`src/rtl/key_debounce_event_detector_macros.svh`:
```
// Assertion macros for the key debounce event detector.
// Expects clk and arst_n in the scope where a macro is used; needs nothing else.
`ifndef KEY_DEBOUNCE_EVENT_DETECTOR_MACROS_SVH
`define KEY_DEBOUNCE_EVENT_DETECTOR_MACROS_SVH

// Same-cycle implication, checked outside reset.
`define KDE_ASSERT_NOW(label, ante, cons) \
	label: assert property (@(posedge clk) disable iff (!arst_n) (ante) |-> (cons)) \
		else $error("key debounce assertion failed");

// Next-cycle implication, checked outside reset.
`define KDE_ASSERT_NEXT(label, ante, cons) \
	label: assert property (@(posedge clk) disable iff (!arst_n) (ante) |=> (cons)) \
		else $error("key debounce assertion failed");

`endif

```
`src/rtl/kde_pkg.sv`:
```
// Shared types and constants for the key debounce event detector.
// Used by kde_cfg, kde_step and the top level; depends on nothing.
package kde_pkg;

	localparam int unsigned UNIT_TICKS = 100;
	localparam int unsigned THR_W      = 15;  // 255 * 100 fits in 15 bits
	localparam int unsigned IDX_W      = 3;
	localparam int unsigned DATA_W     = 16;

	// Register indexes of the configuration port.
	localparam logic [IDX_W-1:0] REG_DEBOUNCE = 3'd0;
	localparam logic [IDX_W-1:0] REG_PRESS    = 3'd1;
	localparam logic [IDX_W-1:0] REG_DOUBLE   = 3'd2;
	localparam logic [IDX_W-1:0] REG_LONG     = 3'd3;
	localparam logic [IDX_W-1:0] REG_HOLD     = 3'd4;

	typedef enum logic [2:0] {
		ST_IDLE   = 3'd0,
		ST_PRESS  = 3'd1,
		ST_DOWN   = 3'd2,
		ST_DOUBLE = 3'd3,
		ST_LONG   = 3'd4,
		ST_HOLD   = 3'd5,
		ST_UP     = 3'd6
	} key_state_t;

	// Timing limits in ticks; the four thresholds are scaled from 100-tick units, debounce is not.
	typedef struct packed {
		logic [15:0]      debounce;
		logic [THR_W-1:0] press_thr;
		logic [THR_W-1:0] double_thr;
		logic [THR_W-1:0] long_thr;
		logic [THR_W-1:0] hold_thr;
	} timing_t;

	// Result of one tick step.
	typedef struct packed {
		key_state_t key_state;
		logic       changed;
		logic       stable;
		logic       raw_edge;
	} step_res_t;

endpackage

```
`src/rtl/kde_cfg.sv`:
```
// Configuration registers; threshold unit counts are scaled to ticks when written.
// Depends on kde_pkg.
module kde_cfg (
	input  logic                        clk,
	input  logic                        arst_n,
	input  logic                        wr_en,
	input  logic [kde_pkg::IDX_W-1:0]   wr_index,
	input  logic [kde_pkg::DATA_W-1:0]  wr_data,
	output kde_pkg::timing_t            timing
);

	kde_pkg::timing_t timing_q;
	logic [kde_pkg::THR_W-1:0] scaled;

	// Eight-bit unit count times 100; the product stays below 2^15.
	assign scaled = kde_pkg::THR_W'(wr_data[7:0]) * kde_pkg::THR_W'(kde_pkg::UNIT_TICKS);

	always_ff @(posedge clk or negedge arst_n) begin
		if (!arst_n) begin
			timing_q.debounce   <= 16'd20;
			timing_q.press_thr  <= kde_pkg::THR_W'(1 * kde_pkg::UNIT_TICKS);
			timing_q.double_thr <= kde_pkg::THR_W'(3 * kde_pkg::UNIT_TICKS);
			timing_q.long_thr   <= kde_pkg::THR_W'(10 * kde_pkg::UNIT_TICKS);
			timing_q.hold_thr   <= kde_pkg::THR_W'(20 * kde_pkg::UNIT_TICKS);
		end else if (wr_en) begin
			unique case (wr_index)
				kde_pkg::REG_DEBOUNCE: timing_q.debounce   <= wr_data;
				kde_pkg::REG_PRESS:    timing_q.press_thr  <= scaled;
				kde_pkg::REG_DOUBLE:   timing_q.double_thr <= scaled;
				kde_pkg::REG_LONG:     timing_q.long_thr   <= scaled;
				kde_pkg::REG_HOLD:     timing_q.hold_thr   <= scaled;
				default: ;
			endcase
		end
	end

	assign timing = timing_q;

endmodule

```
`src/rtl/kde_step.sv`:
```
// Tick counter, edge tracking, debounce and the key event state machine.
// Depends on kde_pkg; one tick is stepped in every cycle that step_en is high.
module kde_step #(
	parameter int unsigned TIME_BITS = 32
) (
	input  logic                  clk,
	input  logic                  arst_n,
	input  logic                  step_en,
	input  logic                  key_level,
	input  kde_pkg::timing_t      timing,
	output kde_pkg::step_res_t    res
);

	logic [TIME_BITS-1:0] tick_q, edge_time_q, click_time_q;
	logic                 last_raw_q, debounced_q;
	kde_pkg::key_state_t  state_q, prior_q, state_nxt;

	logic [TIME_BITS-1:0] since_edge, since_click;
	logic                 raw_edge, settled;
	logic                 press_done, long_done, hold_done, is_double;
	logic                 click_set;

	assign raw_edge    = key_level != last_raw_q;
	assign since_edge  = tick_q - edge_time_q;
	assign since_click = tick_q - click_time_q;
	assign settled     = !raw_edge && (since_edge > TIME_BITS'(timing.debounce));
	assign press_done  = since_edge > TIME_BITS'(timing.press_thr);
	assign long_done   = since_edge > TIME_BITS'(timing.long_thr);
	assign hold_done   = since_edge > TIME_BITS'(timing.hold_thr);
	assign is_double   = since_click < TIME_BITS'(timing.double_thr);

	// Next event state; the machine moves only on a settled level.
	always_comb begin
		state_nxt = state_q;
		if (settled) begin
			if (key_level) begin
				unique case (state_q)
					kde_pkg::ST_IDLE:  state_nxt = kde_pkg::ST_PRESS;
					kde_pkg::ST_PRESS: begin
						if (press_done) begin
							state_nxt = is_double ? kde_pkg::ST_DOUBLE : kde_pkg::ST_DOWN;
						end
					end
					kde_pkg::ST_DOWN:  if (long_done) state_nxt = kde_pkg::ST_LONG;
					kde_pkg::ST_LONG:  if (hold_done) state_nxt = kde_pkg::ST_HOLD;
					default:           state_nxt = state_q;
				endcase
			end else begin
				unique case (state_q)
					kde_pkg::ST_IDLE: state_nxt = kde_pkg::ST_IDLE;
					kde_pkg::ST_UP:   state_nxt = kde_pkg::ST_IDLE;
					default:          state_nxt = kde_pkg::ST_UP;
				endcase
			end
		end
	end

	// Outputs of the step: click time capture and the result of this tick.
	always_comb begin
		click_set    = settled && key_level && (state_q == kde_pkg::ST_PRESS)
			&& press_done && !is_double;
		res.key_state = state_nxt;
		res.changed   = !raw_edge && (prior_q != state_nxt);
		res.stable    = settled ? key_level : debounced_q;
		res.raw_edge  = raw_edge;
	end

	always_ff @(posedge clk or negedge arst_n) begin
		if (!arst_n) begin
			tick_q       <= '0;
			edge_time_q  <= '0;
			click_time_q <= '0;
			last_raw_q   <= 1'b0;
			debounced_q  <= 1'b0;
			state_q      <= kde_pkg::ST_IDLE;
			prior_q      <= kde_pkg::ST_IDLE;
		end else if (step_en) begin
			tick_q <= tick_q + TIME_BITS'(1);
			if (raw_edge) begin
				last_raw_q  <= key_level;
				edge_time_q <= tick_q;
			end else begin
				prior_q <= state_nxt;
			end
			if (settled) begin
				debounced_q <= key_level;
			end
			state_q <= state_nxt;
			if (click_set) begin
				click_time_q <= tick_q;
			end
		end
	end

endmodule

```
`src/rtl/key_debounce_event_detector.sv`:
```
// Key debounce and event detector: the result of each accepted tick is registered.
// Throughput one tick item per cycle while the result channel is not stalled; the tick
// step is a single combinational pass from the state registers to the output register.
// Reset (arst_n low) clears the tick counter, edge and click times, the machine
// to idle and the output valid flag, and loads the timing registers with defaults.
// Depends on kde_pkg, kde_cfg, kde_step and the assertion macro header.
`include "key_debounce_event_detector_macros.svh"

module key_debounce_event_detector #(
	parameter int unsigned TIME_BITS = 32
) (
	input  logic                        clk,
	input  logic                        arst_n,
	// Configuration write channel.
	input  logic                        cfg_valid,
	output logic                        cfg_ready,
	input  logic [kde_pkg::IDX_W-1:0]   cfg_index,
	input  logic [kde_pkg::DATA_W-1:0]  cfg_data,
	// Tick input channel.
	input  logic                        in_valid,
	output logic                        in_ready,
	input  logic                        key_level,
	// Result channel.
	output logic                        out_valid,
	input  logic                        out_ready,
	output logic [2:0]                  key_state,
	output logic                        state_changed,
	output logic                        stable_level
);

	kde_pkg::timing_t   timing;
	kde_pkg::step_res_t res;

	logic       in_xfer;
	logic       out_valid_q;
	logic [2:0] key_state_q;
	logic       state_changed_q;
	logic       stable_level_q;

	// Configuration writes are always accepted. They are to be issued only while no
	// tick is in flight; the block itself does not enforce this, and never stalls them.
	assign cfg_ready = 1'b1;

	kde_cfg u_cfg (
		.clk      (clk),
		.arst_n   (arst_n),
		.wr_en    (cfg_valid && cfg_ready),
		.wr_index (cfg_index),
		.wr_data  (cfg_data),
		.timing   (timing)
	);

	// A new tick can be taken whenever the output register is empty or its
	// result is being transferred out in the same cycle.
	assign in_ready = !out_valid_q || out_ready;
	assign in_xfer  = in_valid && in_ready;

	kde_step #(
		.TIME_BITS (TIME_BITS)
	) u_step (
		.clk       (clk),
		.arst_n    (arst_n),
		.step_en   (in_xfer),
		.key_level (key_level),
		.timing    (timing),
		.res       (res)
	);

	// Output register: the valid flag is control state, the payload is not reset.
	always_ff @(posedge clk or negedge arst_n) begin
		if (!arst_n) begin
			out_valid_q <= 1'b0;
		end else if (in_xfer) begin
			out_valid_q <= 1'b1;
		end else if (out_ready) begin
			out_valid_q <= 1'b0;
		end
	end

	always_ff @(posedge clk) begin
		if (in_xfer) begin
			key_state_q     <= res.key_state;
			state_changed_q <= res.changed;
			stable_level_q  <= res.stable;
		end
	end

	assign out_valid     = out_valid_q;
	assign key_state     = key_state_q;
	assign state_changed = state_changed_q;
	assign stable_level  = stable_level_q;

	// Every accepted tick leaves a result waiting in the output register.
	`KDE_ASSERT_NEXT(a_xfer_gives_result, in_xfer, out_valid_q)
	// A tick that only records a raw edge never reports a state change.
	`KDE_ASSERT_NEXT(a_edge_no_change, in_xfer && res.raw_edge, !state_changed_q)
	// With a released debounced level the machine is only ever idle or up.
	`KDE_ASSERT_NOW(a_released_state, out_valid_q && !stable_level_q,
		key_state_q == kde_pkg::ST_IDLE || key_state_q == kde_pkg::ST_UP)

endmodule
```
`config.mk`:
```
export PLATFORM = sky130hd
export DESIGN_NAME = key_debounce_event_detector
export DESIGN_NICKNAME = d
export VERILOG_FILES = /design/src/rtl/kde_pkg.sv /design/src/rtl/kde_cfg.sv /design/src/rtl/kde_step.sv /design/src/rtl/key_debounce_event_detector.sv
export VERILOG_INCLUDE_DIRS = /design/src /design/src/rtl
export SDC_FILE = /design/constraint.sdc
export NUM_CORES = 1
export LEC_CHECK = 0
export ABC_AREA = 0
export ABC_CLOCK_PERIOD_IN_PS = 6700
export BUFFER_PORTS_ARGS = -buffer_cell sky130_fd_sc_hd__buf_4
export CAP_MARGIN = 20
export CELL_PAD_IN_SITES_DETAIL_PLACEMENT = 1
export CELL_PAD_IN_SITES_GLOBAL_PLACEMENT = 1
export CORE_ASPECT_RATIO = 0.75
export CORE_MARGIN = 2
export CORE_UTILIZATION = 30
export CTS_CLUSTER_SIZE = 8
export DETAILED_ROUTE_END_ITERATION = 10
export HOLD_SLACK_MARGIN = 0.06
export PLACE_DENSITY = 0.51
export SLEW_MARGIN = 20
export SYNTH_ARGS = -nofsm -noshare
export SYNTH_HDL_FRONTEND = slang
export SYNTH_SLANG_ARGS = --single-unit
```
`constraint.sdc`:
```
create_clock -name clk -period 6.7 [get_ports clk]
set_input_delay 0.335 -clock clk [delete_from_list [all_inputs] [get_ports clk]]
set_output_delay 0.335 -clock clk [all_outputs]
set_load 0.02 [all_outputs]
```
==> results.md <==
- Post-synthesis xor/xnor area fraction: 0.0516
- Most frequent cells in the layout: inv_1, ha_1, nand2_1
- Starting density of the core: 0.304
- Outcome: finished clean
- Worst-Margin Slew: 971 ps
- Kind of end point of the critical path: flip-flop
- Gpl congestion: 0.849
- Worst vdd ir: 0.189 mV
- Core Util, Final: 0.337
- DRT Wirelength: 42300 microns
- Drt drc: 0
- Crit-path max cell delay: 590 ps
- Mapped Avg Cell Area: 8.85 sq um
- Critical Path AT: 6000 ps
- Filler cells: 5187
- TritonCTS Buffers: 17
- P per Cell Area: 431 mW/mm^2
- Reg2reg end: state_changed
- H-tree Lvls: 4
- Startpoint types: flip-flop
- DR iter-0 viols: 608
- Hold Path Sink: u_cfg.timing[74]
- Dpl cell area: 0.0144 sq mm
- Synth Flop Type: dfrtp_1
- Simple-gate share of the synthesized area: 0.142
- IO Port Bufs: 31
- Nets: 1733
- Fin crit period: 5810 ps
- Syn Inst Count: 1534
- Adder-cell share of the synthesized area: 0.151
- R2r setup slk: 890 ps
- Slowest cell on crit path: o31ai_1
- Crit-path cells: ha_1, a21o_1, a31oi_1, o21ai_1, o31ai_1, o21a_1, xnor2_1, ha_1, a21o_1, a2111oi_0, a21oi_1, a211o_1, nand4bb_1, o31ai_1, buf_4, o21ba_1, o41a_1, xor2_1, a41oi_2
- Clock latency on the worst-skew pair: 460 ps
- Layout cells sized above 1: 0.106
- Hold-critical path depth: 3
- Vias in the first global route: 11554
- Syn Nets: 1721
- Clock transition at the registers of the reported paths: 70 ps
- CP max FO: 8
- Post-synthesis mux area share: 0.0663
- Final setup TNS: 0 ps
- DP Wirelength: 34100 microns
- Worst Skew: 17.7 ps
- Commonest non-fill, non-tap cell in the layout: inv_1
- Post-synth cell types: 92
- Final Power: 6.49 mW
- Final Hold Fails: 0
- Worst setup path category: reg2reg
- Fraction of registers with async set/reset: 0.972
- Max clock buf depth: 2
- Ys Warns: 0
- Via density: 5.16
- Syn-to-layout area delta: 11.0%
- Largest net degree at the start of global routing: 68
- First-pass GRT wire length: 68100 microns
- GRT overflow: 0
- Row count: 67
- Path category of the worst min-delay check: in2reg
- DR WL/cell: 19.7 microns
- Root buf cell: clkbuf_16
- Die W: 250 microns
- Post-Syn Area: 0.0136 sq mm
- R2R cell count: 19
- RSZ-0062 raised after global routing: false
- Max-Cap Viols: 0
- Synth Area in Compound Gates: 0.194
- TritonCTS clock tree: yes
- Initial antenna violation count: 1
- Slew headroom: 0.351
- FF-to-FF Start: u_step.tick_q[2]
- Via count: 11072
- Number of enable flip-flop cells after synthesis: 5
- Clock Sinks: 178
- Design area: 0.0151 sq mm
- Leakage: 7.22 nW
- Max-slew violations: 0
- IO Count: 33
- #FFs+latches synth: 178
- Routed Antenna Nets: 0
- Placeable Area: 0.0447 sq mm
- CP Data Required Time: 6890 ps
- DRT Pass-1 Iters: 5
- Final period utilization: 0.868
- Seq/Total Area, Yosys: 0.332
- Total die area: 0.0470 sq mm
- Post-CTS sizing: 0
- Fmax: 172 MHz
- Final setup violation count: 0
- All-Layer GR Usage: 0.186
- Main combinational cell family by area after synthesis: compound AO/OA/AOI/OAI gates
- Worst hold start: cfg_data[14]
- Die Y: 188 microns
[cell usage after synthesis, types with 6 or more instances]
cell type | instances | area (sq um)
nor3_1 | 21 | 105
xor2_1 | 27 | 236
dfstp_2 | 21 | 552
a31oi_1 | 9 | 56.3
mux2_1 | 26 | 293
o31ai_1 | 6 | 45.0
nand2b_1 | 8 | 50.1
a211oi_1 | 12 | 90.1
o21ai_1 | 11 | 55.1
xnor2_1 | 53 | 464
buf_2 | 9 | 45.0
o21a_1 | 33 | 248
or2_2 | 7 | 43.8
nand4_1 | 41 | 257
ha_1 | 158 | 1980
a21oi_1 | 92 | 460
o21bai_1 | 9 | 67.6
mux2_2 | 49 | 552
nand3_1 | 28 | 140
and3_1 | 12 | 75.1
a21o_1 | 24 | 180
o211ai_1 | 17 | 128
clkbuf_1 | 45 | 169
o21ai_0 | 125 | 626
inv_1 | 168 | 631
dfrtp_1 | 152 | 3800
nor2_1 | 77 | 289
a21boi_0 | 6 | 45.0
nor2b_1 | 13 | 81.3
nand2_1 | 156 | 586
or3_1 | 8 | 50.1
[through the flow]
stage,hold slack [ps],std cells,worst slack (ps)
2_1_floorplan,39.4,1534,1970
5_1_grt,105,2145,412
6_report,110,2146,887
3_5_place_dp,396,2107,898
3_3_place_gp,399,2107,1100
4_1_cts,85.8,2145,871
[per-layer routing]
metal	track usage	part of all wire	wire, microns
met5	0	0	0
met4	0.0310	0.0071	301
met3	0.0258	0.026	1110
met2	0.253	0.38	16100
met1	0.305	0.58	24700
[critical path, delay by kind of cell (launching register included)]
kind / cells / cell delay (ps)
AOI/OAI and AO/OA: 13 / 3680
xor gates and xnor gates: 2 / 330
adders and majority gates: 2 / 650
buffers and inverters: 1 / 210
DFF: 1 / 470
and+or+nand+nor: 1 / 180
[flip-flops by register name, summed over array words and instances, names as in the netlist, 3 cells and up]
register / cells
u_step.prior_q: 3
u_step.click_time_q: 32
u_step.tick_q: 32
u_cfg.timing: 68
u_step.edge_time_q: 32
key_state: 3
u_step.state_q: 3
[report_power, final]
group          switching, mW  total, mW  internal [mW]
combinational           2.39       4.02           1.63
clock                  0.474       1.03          0.552
sequential             0.145       1.45           1.30
[area by class of cell]
cell class / instances / area (sq um) / share of cell area
inverter: 170 / 638 / 0.0424
sequential: 178 / 4510 / 0.299
multi-input combinational: 1131 / 8210 / 0.545
clock inverter: 12 / 126 / 0.00839
tap: 586 / 733 / 0.0487
timing repair buffer: 48 / 379 / 0.0252
antenna: 1 / 2.50 / 0.000166
clock buffer: 20 / 468 / 0.0311
[worst max path at each step]
stage,from,endpoint
2_1_floorplan,u_step.tick_q[2],state_changed
3_3_place_gp,u_step.tick_q[0],u_step.click_time_q[31]
3_5_place_dp,u_step.tick_q[2],state_changed
4_1_cts,u_step.tick_q[2],state_changed
5_1_grt,u_step.tick_q[2],state_changed
6_report,u_step.tick_q[2],state_changed
[what timing repair did]
action / in CTS / in global routing
endpoints found under the hold margin: 63 / 0
setup buffers: 0 / 0
hold buffers: 6 / 0
[cells by family (layout without fill, tap and decap cells)]
group	Yosys count	after routing
compound gates	407	407
xor+xnor	80	80
fa+ha+maj	162	162
buf+inv	225	250
flops	178	178
mux	80	80
other cells	1	2
simple gates	401	401
No activity file was read; power rests on OpenSTA's default activity.
